### config.mk
export PLATFORM = sky130hd
export DESIGN_NAME = ptc_cfg
export DESIGN_NICKNAME = d
export VERILOG_FILES = /design/src/sv/ptc_pkg.sv /design/src/sv/ptc_cfg.sv
export SDC_FILE = /design/constraint.sdc
export NUM_CORES = 1
export LEC_CHECK = 0
export CAP_MARGIN = 0
export CORE_MARGIN = 8
export CORE_UTILIZATION = 29
export DETAILED_ROUTE_END_ITERATION = 8
export DONT_BUFFER_PORTS = 1
export PLACE_DENSITY = 0.5
export RECOVER_POWER = 100
export SLEW_MARGIN = 20
export SYNTH_ARGS = -nofsm -noshare
export SYNTH_HDL_FRONTEND = slang
export SYNTH_SLANG_ARGS = --single-unit
### constraint.sdc
create_clock -name clk -period 3.2 [get_ports clk]
set_clock_uncertainty 0.1 [all_clocks]
set_input_delay 0.32 -clock clk [delete_from_list [all_inputs] [get_ports clk]]
set_output_delay 0.32 -clock clk [all_outputs]
set_load 0.1 [all_outputs]
### src/sv/ptc_pkg.sv
// Shared types and constants for the pressure and temperature compensation pipeline.
// No dependencies; imported by every module of the block.
package ptc_pkg;

	localparam int FRONT_STAGES = 9;
	localparam int DIV_PRE_STAGES = 3;
	localparam int POST_STAGES = 4;
	localparam int QBITS = 37;
	localparam int DIV_W = 86;
	localparam int LATENCY = FRONT_STAGES + DIV_PRE_STAGES + QBITS + POST_STAGES;

	localparam logic [1:0] REG_CAL0 = 2'd0;
	localparam logic [1:0] REG_CAL1 = 2'd1;
	localparam logic [1:0] REG_CAL2 = 2'd2;

	localparam logic [QBITS-1:0] QUOT_LIMIT = 37'h10_0000_0000;
	localparam logic [24:0] PRESS_MAX = 25'h1FF_FFFF;

	typedef struct packed {
		logic [15:0] t1;
		logic [15:0] t2;
		logic [15:0] t3;
		logic [15:0] p1;
		logic [15:0] p2;
		logic [15:0] p3;
		logic [15:0] p4;
		logic [15:0] p5;
		logic [15:0] p6;
		logic [15:0] p7;
		logic [15:0] p8;
		logic [15:0] p9;
	} ptc_cal_t;

	typedef struct packed {
		logic [15:0] temp;
		logic        neg;
		logic        nz;
	} ptc_side_t;

endpackage

### src/sv/ptc_cfg.sv
// Calibration register file behind the APB-style write/read port.
// Depends on ptc_pkg for register codes and the calibration struct.
module ptc_cfg import ptc_pkg::*; (
	input  logic        clk,
	input  logic        arst_n,
	input  logic        psel,
	input  logic        penable,
	input  logic        pwrite,
	input  logic [4:0]  paddr,
	input  logic [63:0] pwdata,
	output logic [63:0] prdata,
	output ptc_cal_t    cal
);

	logic [63:0] cal0_q, cal1_q, cal2_q;
	logic        wr;
	logic [1:0]  idx;

	assign wr = psel & penable & pwrite;
	assign idx = paddr[4:3];

	always_ff @(posedge clk or negedge arst_n) begin
		if (!arst_n) begin
			cal0_q <= '0;
			cal1_q <= '0;
			cal2_q <= '0;
		end else if (wr) begin
			case (idx)
				REG_CAL0: cal0_q <= pwdata;
				REG_CAL1: cal1_q <= pwdata;
				REG_CAL2: cal2_q <= pwdata;
				default: ;
			endcase
		end
	end

	always_comb begin
		case (idx)
			REG_CAL0: prdata = cal0_q;
			REG_CAL1: prdata = cal1_q;
			REG_CAL2: prdata = cal2_q;
			default:  prdata = '0;
		endcase
	end

	always_comb begin
		cal.t1 = cal0_q[15:0];
		cal.t2 = cal0_q[31:16];
		cal.t3 = cal0_q[47:32];
		cal.p1 = cal0_q[63:48];
		cal.p2 = cal1_q[15:0];
		cal.p3 = cal1_q[31:16];
		cal.p4 = cal1_q[47:32];
		cal.p5 = cal1_q[63:48];
		cal.p6 = cal2_q[15:0];
		cal.p7 = cal2_q[31:16];
		cal.p8 = cal2_q[47:32];
		cal.p9 = cal2_q[63:48];
	end

endmodule

---- Word-level counts from Yosys, hierarchy flattened ----
Cells that the tools add are included.
word-level totals
  memories ................................ 0
  input port bits ......................... 74
  latch bits .............................. 0
  ROM bits ................................ 0
  memory bits (writable) .................. 0
  bits in registers ....................... 192
operators by class
  order comparisons ....................... 0
  bitwise operators ....................... 2
  multipliers ............................. 0
  muxes and demuxes ....................... 1
  div/mod/pow operators ................... 0
  reduce and logical (&&, ||, !) cells .... 4
  equality and inequality tests ........... 2
  shift-type cells ........................ 0
  $add $sub $neg .......................... 0
operators with widths
  operator            count
  $pmux 64 s3         1
  $reduce_and 2->1    3
  $and 1x1->1         2
  $eq 2x1->1 const B  1
  $eq 2x2->1 const B  1
  $logic_not 2->1     1

---- Longest topological paths before layout ----
  depth in word-level cells ............... 3
  depth in mapped cells ................... 6

---- Worst setup path before layout ----
No wires, ideal clock.
  kind .................................... register to output
  from .................................... register cal1_q[10]
  to ...................................... output port prdata[10]
  cell stages (with the launch flop) ...... 3
  path slack .............................. -0.433 ns
  arrival time ............................ 3.213 ns
  data required time ...................... 2.780 ns
  cells stage by stage .................... dfrtp_1 -> mux2i_1 -> o21ai_0
on the way
  cells in the longest elaborated chain, start to end .. 1
RTL lines
  element                 line           text
  from (decl)             ptc_cfg.sv:15  logic [63:0] cal0_q, cal1_q, cal2_q;
  from (signal assigned)  ptc_cfg.sv:30  REG_CAL1: cal1_q <= pwdata;
  $pmux 64 s3             ptc_cfg.sv:38  case (idx)
  to (decl)               ptc_cfg.sv:11  output logic [63:0] prdata,
No other way between the ends.

---- Worst setup path in the final report ----
  from .................................... register cal1_q[54]
  to ...................................... output port prdata[54]
Same word-level chain as after synthesis.

==> impl_metrics.yaml <==
critical_path:
  end_kind: "output port"
  critPathKind: "flop to output port"
  crit_buf_inv: 2
  critPathArrivalTime_ns: 2.40
  rrSetupSlack_ns: 1.41
  worst-r2r-cell-count: 2
  cp_top_family: "buffers and inverters"
  crit_fanout: 3
  cpPeakStageDelay_ns: 0.94
  start_kind: "flop"
  path_cells: "clkbuf_1 -> mux2i_1 -> o21ai_2 -> buf_4"
  crit_slowest_cell: "clkbuf_1"
  r2r-end: "cal2_q[19]$_DFFE_PN0P_"
  reg2reg_from: "cal2_q[19]$_DFFE_PN0P_"
  startpoint: "cal1_q[54]$_DFFE_PN0P_"
  required_ns: 2.78
synth:
  synth-simple-area-share: 0.03221
  synth_xor_area_frac: 0
  syn_nets: 696
  yosysMostFrequentCell: "dfrtp_1"
  synth.distinct_cells: 17
  syn_area_um2: 8623
  synth_area_leaders: "dfrtp_1 (56%), mux2_2 (16%), mux2_4 (8.7%)"
  synth_top_family_by_area: "multiplexers"
  synth_mux_area_frac: 0.3468
  avgSynthCellArea_um2: 13.86
  ys.flop_type: "dfrtp_1"
  synthArstFlopShare: 1.000
  synth_cells: 622
  synthAdderAreaFrac: 0
  ys_top_cells_by_count: "dfrtp_1 (192), mux2_2 (126), mux2i_1 (64), nand2_1 (64), o21ai_0 (64)"
  synth_edf_count: 0
  synth_compound_area_frac: 0.03714
  synth_top_cell_by_area: "dfrtp_1"
  ys_warn_count: 0
  synth_seq_area_share: 0.5572
  ys_ff_latch: 192
  synth_top_area_frac: 0.5572
detailed_routing:
  first_pass_iters: 6
  vias: 5774
  wl_per_cell_um: 22.43
  wirelength_um: 26550
  ant_nets: 0
  drt_iter0_drc: 210
  route.detailed.drc: 0
  via_per_inst: 4.877
clock_network:
  hold_buffers: 64
  cts.sinks: 192
  cts_tree: "built"
  clkSlewWorstSetupHoldPaths_ns: 0.07
  cts.htree.levels: 4
  cts_resized: 0
  clockBufferDepth: 2
  cts_buffers: 17
  root_buffer: "clkbuf_16"
  clk_latency_ns: 0.42
  post_cts_buffers: 0
die:
  fp.coreArea_um2: 29480
  start_util: 0.2925
  fp.dieArea_um2: 35510
  die_y_um: 188.4
  row_count: 63
  die_w_um: 188.4
  io_pins: 330
layout:
  fin_area_um2: 10780
  postLayoutCoreUtil: 0.3657
  drive_above_1_share: 0.3922
  final_nets: 857
  area_growth_pct: 25.01
  fill_cells: 2934
timing:
  slew_violations: 131
  rsz0062_at_grt: "false"
  hold_viol: 192
  worstMarginPinSlew_ns: 2.271
  setup-tns-final_ns: 0
  period_needed_ns: 2.817
  min_period_over_period: 0.8804
  relSlewSlack: -0.5137
  finalSetupViolCount: 0
  timing.hold.ws_ns: -0.5142
  max_freq_mhz: 354.9
place:
  place_area_um2: 10060
  dp_hpwl_um: 17680
  port_buffers: 0
  gp_congestion: 0.7979
global_routing:
  grt_pass1_vias: 6680
  grt_overflow_total: 0
  grt_max_degree: 193
  grt_pass1_wl_um: 41190
  track_usage: 0.1476
  grt_antenna_before_repair: 0
run:
  drv_cap: 3
min_path:
  hold_class: "input pin to asynchronous set/reset pin"
run_status:
  status: "finished with violations"
  violations: "negative hold slack, max-capacitance violations, max-slew violations"
[flip-flops by register name (all words and copies together) (netlist names)]
register and cells:
cal2_q 64, cal0_q 64, cal1_q 64
[per-stage QoR]
stage / instances / setup WS (ns)
3_5_place_dp: 1090 / 0.9166
6_report: 1184 / 0.3827
4_1_cts: 1183 / 0.6178
5_1_grt: 1183 / 0.2751
3_3_place_gp: 1090 / 0.9461
2_1_floorplan: 622 / 0.3102
[routing by layer]
layer / GRT usage / wire, um
met5: 0 / 0
met4: 0.04991 / 532
met3: 0.06414 / 2533
met2: 0.2547 / 13550
met1: 0.1599 / 9939
[cell usage in the layout, fill, tap and decap left out, types with 3 or more instances in the layout]
cell type      instances
clkbuf_2              53
mux2i_1               64
o21ai_2               64
mux2_1                64
clkinv_2               3
clkinvlp_4             4
dlygate4sd3_1         64
dfrtp_1              192
mux2_2               126
buf_4                 35
nand2_1               64
clkbuf_16             17
clkbuf_1              32
[worst max-delay path by stage]
| stage | to | slack [ns] | depth (start not counted) |
|---|---|---|---|
| after CTS | prdata[39] | 0.62 | 3 |
| after floorplan | prdata[10] | 0.31 | 2 |
| after detailed placement | cal1_q[63]$_DFFE_PN0P_ | 0.92 | 4 |
| after global routing | prdata[28] | 0.28 | 4 |
| final | prdata[54] | 0.38 | 4 |
| after global placement | cal1_q[1]$_DFFE_PN0P_ | 0.95 | 4 |
[final cells by class]
class / count / area (um^2) / share of cell area
well taps: 390 / 488.0 / 0.04526
repair buffers: 183 / 1285 / 0.1192
flip-flops and latches: 192 / 4805 / 0.4457
clock inverters: 10 / 92.59 / 0.008589
clock buffers: 19 / 442.9 / 0.04109
diodes: 1 / 2.502 / 0.0002321
multi-input cells: 389 / 3665 / 0.3399
[cells by family after synthesis]
family	count (synthesis)
mux	256
buf+inv	41
simple gates	69
compound gates	64
flops	192
Power is not shown: default switching activity piles up to over one toggle a cycle in this logic, so the estimate is an artifact.
